--- src/sv/assert_macros.svh ---
// Assertion helpers shared by the RTL. Both macros sample on clk and are
// disabled while rst_n is low.
`ifndef ASSERT_MACROS_SVH
`define ASSERT_MACROS_SVH

`ifndef NO_ASSERTIONS

// Same-cycle implication.
`define ALG_ASSERT_IMPLY(lbl, ante, cons, msg) \
  lbl: assert property (@(posedge clk) disable iff (!rst_n) (ante) |-> (cons)) \
    else $error(msg);

// Next-cycle implication.
`define ALG_ASSERT_NEXT(lbl, ante, cons, msg) \
  lbl: assert property (@(posedge clk) disable iff (!rst_n) (ante) |=> (cons)) \
    else $error(msg);

`else

`define ALG_ASSERT_IMPLY(lbl, ante, cons, msg)
`define ALG_ASSERT_NEXT(lbl, ante, cons, msg)

`endif

`endif

--- src/sv/alg_pkg.sv ---
`default_nettype none

package alg_pkg;

  localparam int MAX_WORDS = 32;
  localparam int WORD_W    = 32;
  localparam int ADDR_W    = $clog2(MAX_WORDS);
  localparam int LEN_W     = 6;
  localparam int IDX_W     = 5;
  localparam int CMD_W     = 2;
  localparam int CFG_IDX_W = 2;

  localparam logic [CMD_W-1:0] CMD_CLEAR = 2'd0;
  localparam logic [CMD_W-1:0] CMD_ADD   = 2'd1;
  localparam logic [CMD_W-1:0] CMD_EMIT  = 2'd2;

  localparam logic [CFG_IDX_W-1:0] REG_LEN_SRC     = 2'd0;
  localparam logic [CFG_IDX_W-1:0] REG_LEN_TGT     = 2'd1;
  localparam logic [CFG_IDX_W-1:0] REG_SIDE_IS_SRC = 2'd2;
  localparam logic [CFG_IDX_W-1:0] REG_CONSECUTIVE = 2'd3;

  typedef logic [WORD_W-1:0] mask_t;

  // Controller to datapath.
  typedef struct packed {
    logic take_item;
    logic clear_links;
    logic add_rd;
    logic add_wr;
    logic emit_init;
    logic idx_clr;
    logic idx_inc;
    logic seed;
    logic scan_start;
    logic scan_run;
    logic apply;
    logic step2;
    logic emit_group;
    logic emit_single;
    logic emit_empty;
  } dp_cmd_t;

  // Datapath to controller.
  typedef struct packed {
    logic [CMD_W-1:0] item_cmd;
    logic             add_ok;
    logic             both_zero;
    logic             walk_end;
    logic             walk_skip;
    logic             other_end;
    logic             other_skip;
    logic             scan_done;
    logic             changed;
    logic             last_group;
    logic             last_single;
    logic             out_free;
  } dp_sts_t;

  function automatic logic [LEN_W-1:0] eff_len(input logic [LEN_W-1:0] n);
    return (n > LEN_W'(MAX_WORDS)) ? LEN_W'(MAX_WORDS) : n;
  endfunction

  function automatic mask_t low_mask(input logic [LEN_W-1:0] n);
    mask_t m;
    for (int i = 0; i < WORD_W; i++) begin
      m[i] = (LEN_W'(i) < n);
    end
    return m;
  endfunction

  function automatic mask_t bit_at(input logic [IDX_W-1:0] idx);
    return mask_t'(1) << idx;
  endfunction

  // Fill every bit between the lowest and highest set bit.
  function automatic mask_t span_fill(input mask_t x);
    mask_t up;
    mask_t dn;
    up = x;
    dn = x;
    for (int k = 0; k < $clog2(WORD_W); k++) begin
      up = up | (up << (1 << k));
      dn = dn | (dn >> (1 << k));
    end
    return up & dn;
  endfunction

endpackage

`default_nettype wire

--- src/sv/alg_ram.sv ---
`default_nettype none

module alg_ram #(
  parameter int WIDTH = 32,
  parameter int DEPTH = 32
) (
  input  wire logic                     clk,
  input  wire logic                     we,
  input  wire logic [$clog2(DEPTH)-1:0] waddr,
  input  wire logic [WIDTH-1:0]         wdata,
  input  wire logic [$clog2(DEPTH)-1:0] raddr,
  output logic      [WIDTH-1:0]         rdata
);

  logic [WIDTH-1:0] mem [DEPTH];

  always_ff @(posedge clk) begin
    if (we) begin
      mem[waddr] <= wdata;
    end
    rdata <= mem[raddr];
  end

endmodule

`default_nettype wire

--- src/sv/alg_dp.sv ---
`default_nettype none

module alg_dp (
  input  wire logic                          clk,
  input  wire logic                          rst_n,
  input  wire logic                          cfg_valid,
  output logic                               cfg_ready,
  input  wire logic [alg_pkg::CFG_IDX_W-1:0] cfg_index,
  input  wire logic [alg_pkg::LEN_W-1:0]     cfg_data,
  input  wire logic [alg_pkg::CMD_W-1:0]     in_cmd,
  input  wire logic [alg_pkg::IDX_W-1:0]     in_src_index,
  input  wire logic [alg_pkg::IDX_W-1:0]     in_tgt_index,
  input  wire alg_pkg::dp_cmd_t              dp_cmd,
  output alg_pkg::dp_sts_t                   dp_sts,
  output logic                               out_valid,
  input  wire logic                          out_ready,
  output logic [alg_pkg::WORD_W-1:0]         out_src_group_mask,
  output logic [alg_pkg::WORD_W-1:0]         out_tgt_group_mask,
  output logic                               out_last
);

  import alg_pkg::*;

  logic [LEN_W-1:0]  len_src_r, len_tgt_r;
  logic              side_is_src_r, consec_r;
  logic [CMD_W-1:0]  cmd_r;
  logic [IDX_W-1:0]  src_idx_r, tgt_idx_r;
  logic [MAX_WORDS-1:0] vld_r;
  logic              rv_r;
  logic              rd_pend_r;
  logic [ADDR_W-1:0] rd_idx_r;
  logic [LEN_W-1:0]  r_cnt_r;
  logic [LEN_W-1:0]  idx_r;
  mask_t             acc_r, acc_nxt;
  mask_t             gs_r, gt_r, done_s_r, done_t_r;
  logic              out_valid_r, out_last_r;
  mask_t             out_src_r, out_tgt_r;

  logic [LEN_W-1:0]  ls, lt, walk_len, other_len;
  mask_t             svalid, tvalid, done_w, done_o;
  logic              from_src, pass_a, issue, out_load;
  logic [ADDR_W-1:0] raddr;
  mask_t             rdata, row, wdata;
  mask_t             new_s, new_t, single_s, single_t, idx_bit;

  assign cfg_ready = 1'b1;

  always_ff @(posedge clk) begin
    if (!rst_n) begin
      len_src_r     <= '0;
      len_tgt_r     <= '0;
      side_is_src_r <= 1'b1;
      consec_r      <= 1'b0;
    end else if (cfg_valid) begin
      unique case (cfg_index)
        REG_LEN_SRC:     len_src_r     <= cfg_data;
        REG_LEN_TGT:     len_tgt_r     <= cfg_data;
        REG_SIDE_IS_SRC: side_is_src_r <= cfg_data[0];
        REG_CONSECUTIVE: consec_r      <= cfg_data[0];
        default: ;
      endcase
    end
  end

  assign ls        = eff_len(len_src_r);
  assign lt        = eff_len(len_tgt_r);
  assign svalid    = low_mask(ls);
  assign tvalid    = low_mask(lt);
  assign from_src  = side_is_src_r;
  assign walk_len  = from_src ? ls : lt;
  assign other_len = from_src ? lt : ls;
  assign done_w    = from_src ? done_s_r : done_t_r;
  assign done_o    = from_src ? done_t_r : done_s_r;
  assign pass_a    = from_src ^ dp_cmd.step2;
  assign idx_bit   = bit_at(idx_r[IDX_W-1:0]);

  always_ff @(posedge clk) begin
    if (dp_cmd.take_item) begin
      cmd_r     <= in_cmd;
      src_idx_r <= in_src_index;
      tgt_idx_r <= in_tgt_index;
    end
  end

  // Link rows: RAM plus one valid bit per row, so clear resets only the valid bits.
  assign issue = dp_cmd.scan_run && (r_cnt_r < ls);
  assign raddr = dp_cmd.add_rd ? ADDR_W'(src_idx_r) : r_cnt_r[ADDR_W-1:0];
  assign row   = rv_r ? rdata : '0;
  assign wdata = row | bit_at(tgt_idx_r);

  alg_ram #(
    .WIDTH (WORD_W),
    .DEPTH (MAX_WORDS)
  ) u_links (
    .clk   (clk),
    .we    (dp_cmd.add_wr),
    .waddr (ADDR_W'(src_idx_r)),
    .wdata (wdata),
    .raddr (raddr),
    .rdata (rdata)
  );

  always_ff @(posedge clk) begin
    if (!rst_n) begin
      vld_r <= '0;
    end else if (dp_cmd.clear_links) begin
      vld_r <= '0;
    end else if (dp_cmd.add_wr) begin
      vld_r[ADDR_W'(src_idx_r)] <= 1'b1;
    end
  end

  always_ff @(posedge clk) begin
    rv_r <= vld_r[raddr];
    if (issue) begin
      rd_idx_r <= r_cnt_r[ADDR_W-1:0];
    end
  end

  always_ff @(posedge clk) begin
    if (!rst_n) begin
      rd_pend_r <= 1'b0;
      r_cnt_r   <= '0;
    end else if (dp_cmd.scan_start) begin
      rd_pend_r <= 1'b0;
      r_cnt_r   <= '0;
    end else begin
      rd_pend_r <= issue;
      if (issue) begin
        r_cnt_r <= r_cnt_r + LEN_W'(1);
      end
    end
  end

  // Row to target: OR in rows of group source words.
  // Target to row: mark the row if it hits a group target word.
  always_comb begin
    acc_nxt = acc_r;
    if (pass_a) begin
      if (gs_r[rd_idx_r]) begin
        acc_nxt = acc_r | row;
      end
    end else if (|(row & gt_r)) begin
      acc_nxt = acc_r | bit_at(IDX_W'(rd_idx_r));
    end
  end

  always_ff @(posedge clk) begin
    if (dp_cmd.scan_start) begin
      acc_r <= '0;
    end else if (rd_pend_r) begin
      acc_r <= acc_nxt;
    end
  end

  always_comb begin
    new_t = gt_r | (acc_r & tvalid);
    new_s = gs_r | (acc_r & svalid);
    if (dp_cmd.step2 && consec_r) begin
      new_t = new_t | span_fill(new_t);
      new_s = new_s | span_fill(new_s);
    end
  end

  always_ff @(posedge clk) begin
    if (dp_cmd.seed) begin
      gs_r <= from_src ? idx_bit : '0;
      gt_r <= from_src ? '0 : idx_bit;
    end else if (dp_cmd.apply) begin
      if (pass_a) begin
        gt_r <= new_t;
      end else begin
        gs_r <= new_s;
      end
    end
  end

  assign single_s = from_src ? '0 : idx_bit;
  assign single_t = from_src ? idx_bit : '0;

  always_ff @(posedge clk) begin
    if (!rst_n) begin
      done_s_r <= '0;
      done_t_r <= '0;
      idx_r    <= '0;
    end else begin
      if (dp_cmd.emit_init) begin
        done_s_r <= '0;
        done_t_r <= '0;
      end else if (dp_cmd.emit_group) begin
        done_s_r <= done_s_r | gs_r;
        done_t_r <= done_t_r | gt_r;
      end else if (dp_cmd.emit_single) begin
        done_s_r <= done_s_r | single_s;
        done_t_r <= done_t_r | single_t;
      end
      if (dp_cmd.idx_clr) begin
        idx_r <= '0;
      end else if (dp_cmd.idx_inc) begin
        idx_r <= idx_r + LEN_W'(1);
      end
    end
  end

  // Output register.
  assign out_load = dp_cmd.emit_group | dp_cmd.emit_single | dp_cmd.emit_empty;

  always_ff @(posedge clk) begin
    if (!rst_n) begin
      out_valid_r <= 1'b0;
    end else if (out_load) begin
      out_valid_r <= 1'b1;
    end else if (out_ready) begin
      out_valid_r <= 1'b0;
    end
  end

  always_ff @(posedge clk) begin
    if (dp_cmd.emit_group) begin
      out_src_r  <= gs_r;
      out_tgt_r  <= gt_r;
      out_last_r <= dp_sts.last_group;
    end else if (dp_cmd.emit_single) begin
      out_src_r  <= single_s;
      out_tgt_r  <= single_t;
      out_last_r <= dp_sts.last_single;
    end else if (dp_cmd.emit_empty) begin
      out_src_r  <= '0;
      out_tgt_r  <= '0;
      out_last_r <= 1'b1;
    end
  end

  assign out_valid          = out_valid_r;
  assign out_src_group_mask = out_src_r;
  assign out_tgt_group_mask = out_tgt_r;
  assign out_last           = out_last_r;

  always_comb begin
    dp_sts.item_cmd    = cmd_r;
    dp_sts.add_ok      = (LEN_W'(src_idx_r) < ls) && (LEN_W'(tgt_idx_r) < lt);
    dp_sts.both_zero   = (ls == '0) && (lt == '0);
    dp_sts.walk_end    = (idx_r >= walk_len);
    dp_sts.walk_skip   = done_w[idx_r[IDX_W-1:0]];
    dp_sts.other_end   = (idx_r >= other_len);
    dp_sts.other_skip  = done_o[idx_r[IDX_W-1:0]];
    dp_sts.scan_done   = (r_cnt_r >= ls) && !rd_pend_r;
    dp_sts.changed     = pass_a ? (new_t != gt_r) : (new_s != gs_r);
    dp_sts.last_group  = ((~(done_s_r | gs_r) & svalid) == '0) &&
                         ((~(done_t_r | gt_r) & tvalid) == '0);
    dp_sts.last_single = ((~(done_s_r | single_s) & svalid) == '0) &&
                         ((~(done_t_r | single_t) & tvalid) == '0);
    dp_sts.out_free    = !out_valid_r || out_ready;
  end

endmodule

`default_nettype wire

--- src/sv/alg_ctrl.sv ---
`default_nettype none

module alg_ctrl (
  input  wire logic             clk,
  input  wire logic             rst_n,
  input  wire logic             in_valid,
  output logic                  in_ready,
  input  wire alg_pkg::dp_sts_t dp_sts,
  output alg_pkg::dp_cmd_t      dp_cmd
);

  import alg_pkg::*;

  localparam logic [3:0] S_IDLE   = 4'd0;
  localparam logic [3:0] S_DECODE = 4'd1;
  localparam logic [3:0] S_ADD_RD = 4'd2;
  localparam logic [3:0] S_ADD_WR = 4'd3;
  localparam logic [3:0] S_EMPTY  = 4'd4;
  localparam logic [3:0] S_WALK   = 4'd5;
  localparam logic [3:0] S_PSTART = 4'd6;
  localparam logic [3:0] S_PASS   = 4'd7;
  localparam logic [3:0] S_PEND   = 4'd8;
  localparam logic [3:0] S_GROUP  = 4'd9;
  localparam logic [3:0] S_OTHER  = 4'd10;
  localparam logic [3:0] S_SINGLE = 4'd11;

  logic [3:0] state_r, state_nxt;
  logic       step2_r, step2_nxt;

  assign in_ready = (state_r == S_IDLE);

  always_comb begin
    dp_cmd       = '0;
    dp_cmd.step2 = step2_r;
    state_nxt    = state_r;
    step2_nxt    = step2_r;
    unique case (state_r)
      S_IDLE: begin
        if (in_valid) begin
          dp_cmd.take_item = 1'b1;
          state_nxt        = S_DECODE;
        end
      end
      S_DECODE: begin
        unique case (dp_sts.item_cmd)
          CMD_CLEAR: begin
            dp_cmd.clear_links = 1'b1;
            state_nxt          = S_IDLE;
          end
          CMD_ADD: begin
            state_nxt = dp_sts.add_ok ? S_ADD_RD : S_IDLE;
          end
          CMD_EMIT: begin
            dp_cmd.emit_init = 1'b1;
            dp_cmd.idx_clr   = 1'b1;
            state_nxt        = dp_sts.both_zero ? S_EMPTY : S_WALK;
          end
          default: state_nxt = S_IDLE;
        endcase
      end
      S_ADD_RD: begin
        dp_cmd.add_rd = 1'b1;
        state_nxt     = S_ADD_WR;
      end
      S_ADD_WR: begin
        dp_cmd.add_wr = 1'b1;
        state_nxt     = S_IDLE;
      end
      S_EMPTY: begin
        if (dp_sts.out_free) begin
          dp_cmd.emit_empty = 1'b1;
          state_nxt         = S_IDLE;
        end
      end
      S_WALK: begin
        if (dp_sts.walk_end) begin
          dp_cmd.idx_clr = 1'b1;
          state_nxt      = S_OTHER;
        end else if (dp_sts.walk_skip) begin
          dp_cmd.idx_inc = 1'b1;
        end else begin
          dp_cmd.seed = 1'b1;
          step2_nxt   = 1'b0;
          state_nxt   = S_PSTART;
        end
      end
      S_PSTART: begin
        dp_cmd.scan_start = 1'b1;
        state_nxt         = S_PASS;
      end
      S_PASS: begin
        dp_cmd.scan_run = 1'b1;
        if (dp_sts.scan_done) begin
          state_nxt = S_PEND;
        end
      end
      S_PEND: begin
        dp_cmd.apply = 1'b1;
        if (dp_sts.changed) begin
          step2_nxt = !step2_r;
          state_nxt = S_PSTART;
        end else begin
          state_nxt = S_GROUP;
        end
      end
      S_GROUP: begin
        if (dp_sts.out_free) begin
          dp_cmd.emit_group = 1'b1;
          dp_cmd.idx_inc    = 1'b1;
          state_nxt         = dp_sts.last_group ? S_IDLE : S_WALK;
        end
      end
      S_OTHER: begin
        if (dp_sts.other_end) begin
          state_nxt = S_IDLE;
        end else if (dp_sts.other_skip) begin
          dp_cmd.idx_inc = 1'b1;
        end else begin
          state_nxt = S_SINGLE;
        end
      end
      S_SINGLE: begin
        if (dp_sts.out_free) begin
          dp_cmd.emit_single = 1'b1;
          dp_cmd.idx_inc     = 1'b1;
          state_nxt          = dp_sts.last_single ? S_IDLE : S_OTHER;
        end
      end
      default: state_nxt = S_IDLE;
    endcase
  end

  always_ff @(posedge clk) begin
    if (!rst_n) begin
      state_r <= S_IDLE;
      step2_r <= 1'b0;
    end else begin
      state_r <= state_nxt;
      step2_r <= step2_nxt;
    end
  end

endmodule

`default_nettype wire

--- src/sv/alignment_link_grouper_top.sv ---
// Alignment link grouper: word-alignment links in, connected groups out.
// Input channel (in_valid/in_ready) takes one request: clear all links, add
// one (source, target) link, or emit groups. Results leave on the output
// channel (out_valid/out_ready) as a source mask, a target mask and a last
// flag on the final group of an emit. cfg_* writes the lengths, the walking
// side and the consecutive mode; it is always ready. It is to be written by
// the user only while idle; the block itself does not enforce this. An add
// is a read-modify-write of one link row in the link RAM. An emit walks the
// words of the chosen side; every closure pass scans the link rows one per
// cycle through the RAM read port. An unlinked word needs one pass, a linked
// one two or more. Skipped words are stepped over, and unlinked other-side
// words leave as single-word groups. The next request is accepted once the
// last result sits in the output register. Reset empties the link store at
// once (one valid bit per row), restores the configuration defaults and drops
// any held result. When the receiver stalls, the result is held in the output
// register and the grouping sequencer waits before loading the next one;
// nothing is dropped.
`default_nettype none

`include "assert_macros.svh"

module alignment_link_grouper_top (
  input  wire logic                          clk,
  input  wire logic                          rst_n,
  input  wire logic                          cfg_valid,
  output logic                               cfg_ready,
  input  wire logic [alg_pkg::CFG_IDX_W-1:0] cfg_index,
  input  wire logic [alg_pkg::LEN_W-1:0]     cfg_data,
  input  wire logic                          in_valid,
  output logic                               in_ready,
  input  wire logic [alg_pkg::CMD_W-1:0]     in_cmd,
  input  wire logic [alg_pkg::IDX_W-1:0]     in_src_index,
  input  wire logic [alg_pkg::IDX_W-1:0]     in_tgt_index,
  output logic                               out_valid,
  input  wire logic                          out_ready,
  output logic [alg_pkg::WORD_W-1:0]         out_src_group_mask,
  output logic [alg_pkg::WORD_W-1:0]         out_tgt_group_mask,
  output logic                               out_last
);

  import alg_pkg::*;

  dp_cmd_t dp_cmd;
  dp_sts_t dp_sts;

  // Sequencer: decodes each request and steps the group closure.
  alg_ctrl u_ctrl (
    .clk      (clk),
    .rst_n    (rst_n),
    .in_valid (in_valid),
    .in_ready (in_ready),
    .dp_sts   (dp_sts),
    .dp_cmd   (dp_cmd)
  );

  // Link store, group masks, bookkeeping and output register.
  alg_dp u_dp (
    .clk                (clk),
    .rst_n              (rst_n),
    .cfg_valid          (cfg_valid),
    .cfg_ready          (cfg_ready),
    .cfg_index          (cfg_index),
    .cfg_data           (cfg_data),
    .in_cmd             (in_cmd),
    .in_src_index       (in_src_index),
    .in_tgt_index       (in_tgt_index),
    .dp_cmd             (dp_cmd),
    .dp_sts             (dp_sts),
    .out_valid          (out_valid),
    .out_ready          (out_ready),
    .out_src_group_mask (out_src_group_mask),
    .out_tgt_group_mask (out_tgt_group_mask),
    .out_last           (out_last)
  );

  // Never overwrite a result that the receiver has not taken.
  `ALG_ASSERT_IMPLY(a_load_when_free,
    dp_cmd.emit_group || dp_cmd.emit_single || dp_cmd.emit_empty,
    dp_sts.out_free, "result loaded over a pending result")
  // An accepted request leaves idle for decode.
  `ALG_ASSERT_NEXT(a_accept_busy, in_valid && in_ready, !in_ready, "ready held after accept")
  // Row read is always followed by the row write of an add.
  `ALG_ASSERT_NEXT(a_add_rmw, dp_cmd.add_rd, dp_cmd.add_wr, "add read without write")
  // A result only appears after a load from the sequencer.
  `ALG_ASSERT_NEXT(a_no_phantom,
    !out_valid && !(dp_cmd.emit_group || dp_cmd.emit_single || dp_cmd.emit_empty),
    !out_valid, "result without load")

endmodule

`default_nettype wire
--- config.mk ---
export PLATFORM = sky130hd
export DESIGN_NAME = alignment_link_grouper_top
export DESIGN_NICKNAME = d
export VERILOG_FILES = /design/src/sv/alg_pkg.sv /design/src/sv/alg_ram.sv /design/src/sv/alg_dp.sv /design/src/sv/alg_ctrl.sv /design/src/sv/alignment_link_grouper_top.sv
export VERILOG_INCLUDE_DIRS = /design/src /design/src/sv
export SDC_FILE = /design/constraint.sdc
export NUM_CORES = 2
export LEC_CHECK = 0
export BUFFER_PORTS_ARGS = -buffer_cell sky130_fd_sc_hd__buf_4
export CAP_MARGIN = 15
export CORE_MARGIN = 10
export CORE_UTILIZATION = 37
export DETAILED_ROUTE_END_ITERATION = 8
export HOLD_SLACK_MARGIN = 0.05
export PLACE_DENSITY = 0.5
export SETUP_SLACK_MARGIN = 0.05
export SLEW_MARGIN = 15
export SYNTH_ARGS = -nofsm -noshare
export SYNTH_HDL_FRONTEND = slang
export SYNTH_SLANG_ARGS = --single-unit
--- constraint.sdc ---
create_clock -name clk -period 12.03 [get_ports clk]
set_clock_uncertainty 0.15 [all_clocks]
set_input_delay 0.6015 -clock clk [delete_from_list [all_inputs] [get_ports clk]]
set_output_delay 0.6015 -clock clk [all_outputs]
set_load 0.03 [all_outputs]
==> impl_metrics.tcl <==
set metrics [dict create \
    crit_top_cell "a21o_1" \
    rsz0062_at_grt "no" \
    die_h_um 425 \
    synth_top_area_frac 0.580 \
    ios 93 \
    p_leak_nw 23.5 \
    row_count 148 \
    cp.required_ns 12.40 \
    nNetsFinal 4465 \
    numCtsBuffers 150 \
    status "complete, no violations" \
    post_cts_buffers 0 \
    netlist_instances 4290 \
    setup_violations 0 \
    clk_pin_slew_ns 0.06 \
    stdcell_count 6703 \
    synth_nets 4351 \
    max_stage_delay_ns 0.81 \
    tns_ns 0 \
    finalHoldViolations 0 \
    place_congestion 1.01 \
    drcViolationCount 0 \
    critical_path.cell_chain "buf_4 -> clkinv_1 -> nand2_1 -> inv_1 -> nand2_1 -> o21ai_0 -> ha_1 -> nand2b_1 -> a21o_1 -> a21o_1 -> a21o_1 -> a21o_1 -> a21oi_1 -> nand2_1 -> nor2_4 -> buf_4 -> mux2_2" \
    syn_area_um2 60600 \
    wirelength_mm 228 \
    max-vdd-ir-drop_uv 145 \
    endpoint_kind "register" \
    filler_cell_count 14900 \
    ant_nets 0 \
    maxSlewViolCount 0 \
    synth.ff_latch_count 1364 \
    dieArea_um2 180000 \
    synthToLayoutAreaGrowth_pct 15.0 \
    drt-initial-drc-count 5023 \
    cts_tree "built" \
    crit_slowest_cell "nor2_4" \
    initial_utilization 0.372 \
    vias_per_cell 6.10 \
    yosysTopAreaCell "edfxtp_1" \
    arrival_ns 6.73 \
    io_buffers 91 \
    gr-usage-all-layers 0.246 \
    synthTopCellsByArea "edfxtp_1 (58%), mux4_2 (12%), dfxtp_1 (6.4%)" \
    clock_tree.root_cell "clkbuf_16" \
    overflow 0 \
    min_period_ns 6.36 \
    drive_gt1_frac 0.201 \
    dp.cells 6401 \
    vias 40900 \
    ctsResizeCount 0 \
    power_density_nw_per_um2 146 \
    core_region_area_um2 163000 \
    period_share 0.529 \
    grt_first_pass_wirelength_mm 318 \
    ys_types 96 \
    routedWlPerCell_um 33.9 \
    dp_hpwl_mm 144 \
    yosys_warnings 0 \
    ys_async_sr_fraction 0 \
    ys.flop_type "edfxtp_1" \
    hold_path.class "primary input to register" \
    cts_buffer_depth 3 \
    first_global_vias 39700 \
    cts.sink_count 1364 \
    synth-seq-area-share 0.644 \
    antenna_found_initial 4 \
    slew_headroom 0.103 \
    maxCapViolations 0 \
    cts_max_level 4 \
    tightestPinTransition_ns 1.33 \
    die_w_um 425 \
    fmax_mhz 157 \
    criticalPathCategory "register to register" \
    avgSynthCellArea_um2 14.1 \
    clock_latency_ns 0.81 \
    grt_max_degree 141 \
    hold_buffers 24 \
    cp_max_fo 75 \
    synth_edf_count 1170 \
    firstDrtPassIters 6 \
    worstSetupStartpointType "register" \
]
## synth_stat cells, drive strengths merged (15+ instances only)
cell type,instances
a2111oi,17
a211o,15
a211oi,25
a21o,32
a21oi,155
a22o,17
a22oi,50
a31oi,33
and2,23
and3,16
buf,96
clkbuf,186
dfxtp,194
edfxtp,1170
ha,36
inv,53
mux2,16
mux2i,49
mux4,316
nand2,472
nand2b,63
nand3,243
nand4,29
nor2,292
nor2b,47
nor3,87
nor4,33
o211ai,15
o21a,111
o21ai,123
o31ai,19
or3,21
## power by group
part	switching [mW]	internal (mW)	leakage, nW	total [mW]
clock	1.98	2.67	2.44	4.65
sequential	0.0404	5.12	12.5	5.16
combinational	0.258	0.111	8.52	0.369
## cell usage in the layout (no fill, tap or decap), types with 13 or more instances in the layout
master and count:
a211o_1 15, a211oi_1 24, a21o_1 30, a21oi_1 154, a221oi_1 13, a22o_1 14
a22oi_1 49, a31oi_1 33, and2_1 19, and3_1 16, buf_4 214, clkbuf_1 31
clkbuf_16 152, clkbuf_8 13, clkinv_1 18, clkinv_2 26, dfxtp_1 189, dlygate4sd3_1 24
edfxtp_1 1170, ha_1 34, inv_1 53, mux2_2 14, mux2i_1 44, mux4_2 316
nand2_1 471, nand2b_1 63, nand3_1 242, nand4_1 27, nor2_1 259, nor2_4 33
nor2b_1 45, nor3_1 79, nor4_1 27, o211ai_1 15, o21a_1 111, o21ai_0 104
o31ai_1 19, or2_2 13, or3_1 20
## through the flow
| stage | utilization | setup WS (ns) | instance area, µm² | total power [mW] | hold WS [ns] |
|---|---|---|---|---|---|
| 3_3_place_gp | 0.395 | 5.96 | 64400 | 5.62 | 0.292 |
| 5_1_grt | 0.428 | 5.37 | 69700 | 10.5 | 0.197 |
| 3_5_place_dp | 0.395 | 5.85 | 64400 | 5.62 | 0.300 |
| 4_1_cts | 0.428 | 5.84 | 69600 | 10.3 | 0.118 |
| 6_report | 0.428 | 5.67 | 69700 | 10.2 | 0.165 |
| 2_1_floorplan | - | 7.17 | 60600 | 5.45 | 0.285 |
## final timing paths
kind,start,end,slack (ns),cells past startpoint
worst max-delay path,u_dp.len_src_r[5],u_dp.gs_r[8],5.67,17
worst min register to register,u_dp.vld_r[17],u_dp.vld_r[17],0.31,1
worst min-delay path,out_ready,u_dp.out_valid,0.17,4
worst max register to register,u_dp.len_src_r[5],u_dp.gs_r[8],5.67,17
## kinds of logic after synthesis
kind of cell	share of synthesized area
compound gates	0.0888
xor+xnor	0.00130
fa+ha+maj	0.00743
buf+inv	0.0218
flops	0.644
mux	0.128
other cells	0.0000619
simple gates	0.108
## worst max-delay path: cells and delay by family (launching register included)
family,cells,cell delay (ns)
adder cells (fa/ha/maj),1,0.29
AND/OR/NAND/NOR,5,1.63
flip-flops,1,0.31
buffers and inverters,4,2.09
AO/OA/AOI/OAI,6,1.13
multiplexers,1,0.41
## flip-flops by register name, indices dropped and copies added (netlist names), 6 cells and up
signal,count
u_dp.u_links.mem,1024
u_dp.acc_r,32
u_dp.done_s_r,32
u_dp.done_t_r,32
u_dp.gs_r,32
u_dp.gt_r,32
u_dp.out_src_group_mask,32
u_dp.out_tgt_group_mask,32
u_dp.u_links.rdata,32
u_dp.vld_r,32
u_dp.idx_r,6
u_dp.len_src_r,6
u_dp.len_tgt_r,6
u_dp.r_cnt_r,6
## metal layers
metal / global-route usage / share of wire / vias to the layer above
met4: 0.101 / 0.048 / 6
li1: - / - / 17100
met3: 0.0518 / 0.081 / 521
met2: 0.380 / 0.45 / 2025
met5: 0 / 0.00017 / -
met1: 0.336 / 0.42 / 21300
## layout make-up
type	count	area [µm²]	share of cell area
Clock buffer	196	4100	0.0588
Inverter	54	203	0.00291
Antenna cell	1	2.50	0.0000359
Clock inverter	79	923	0.0132
Sequential cell	1364	39000	0.560
Timing Repair Buffer	244	1960	0.0281
Multi-Input combinational cell	2590	20800	0.298
Tap cell	2175	2720	0.0390
Power figures use the tool's default switching activity.
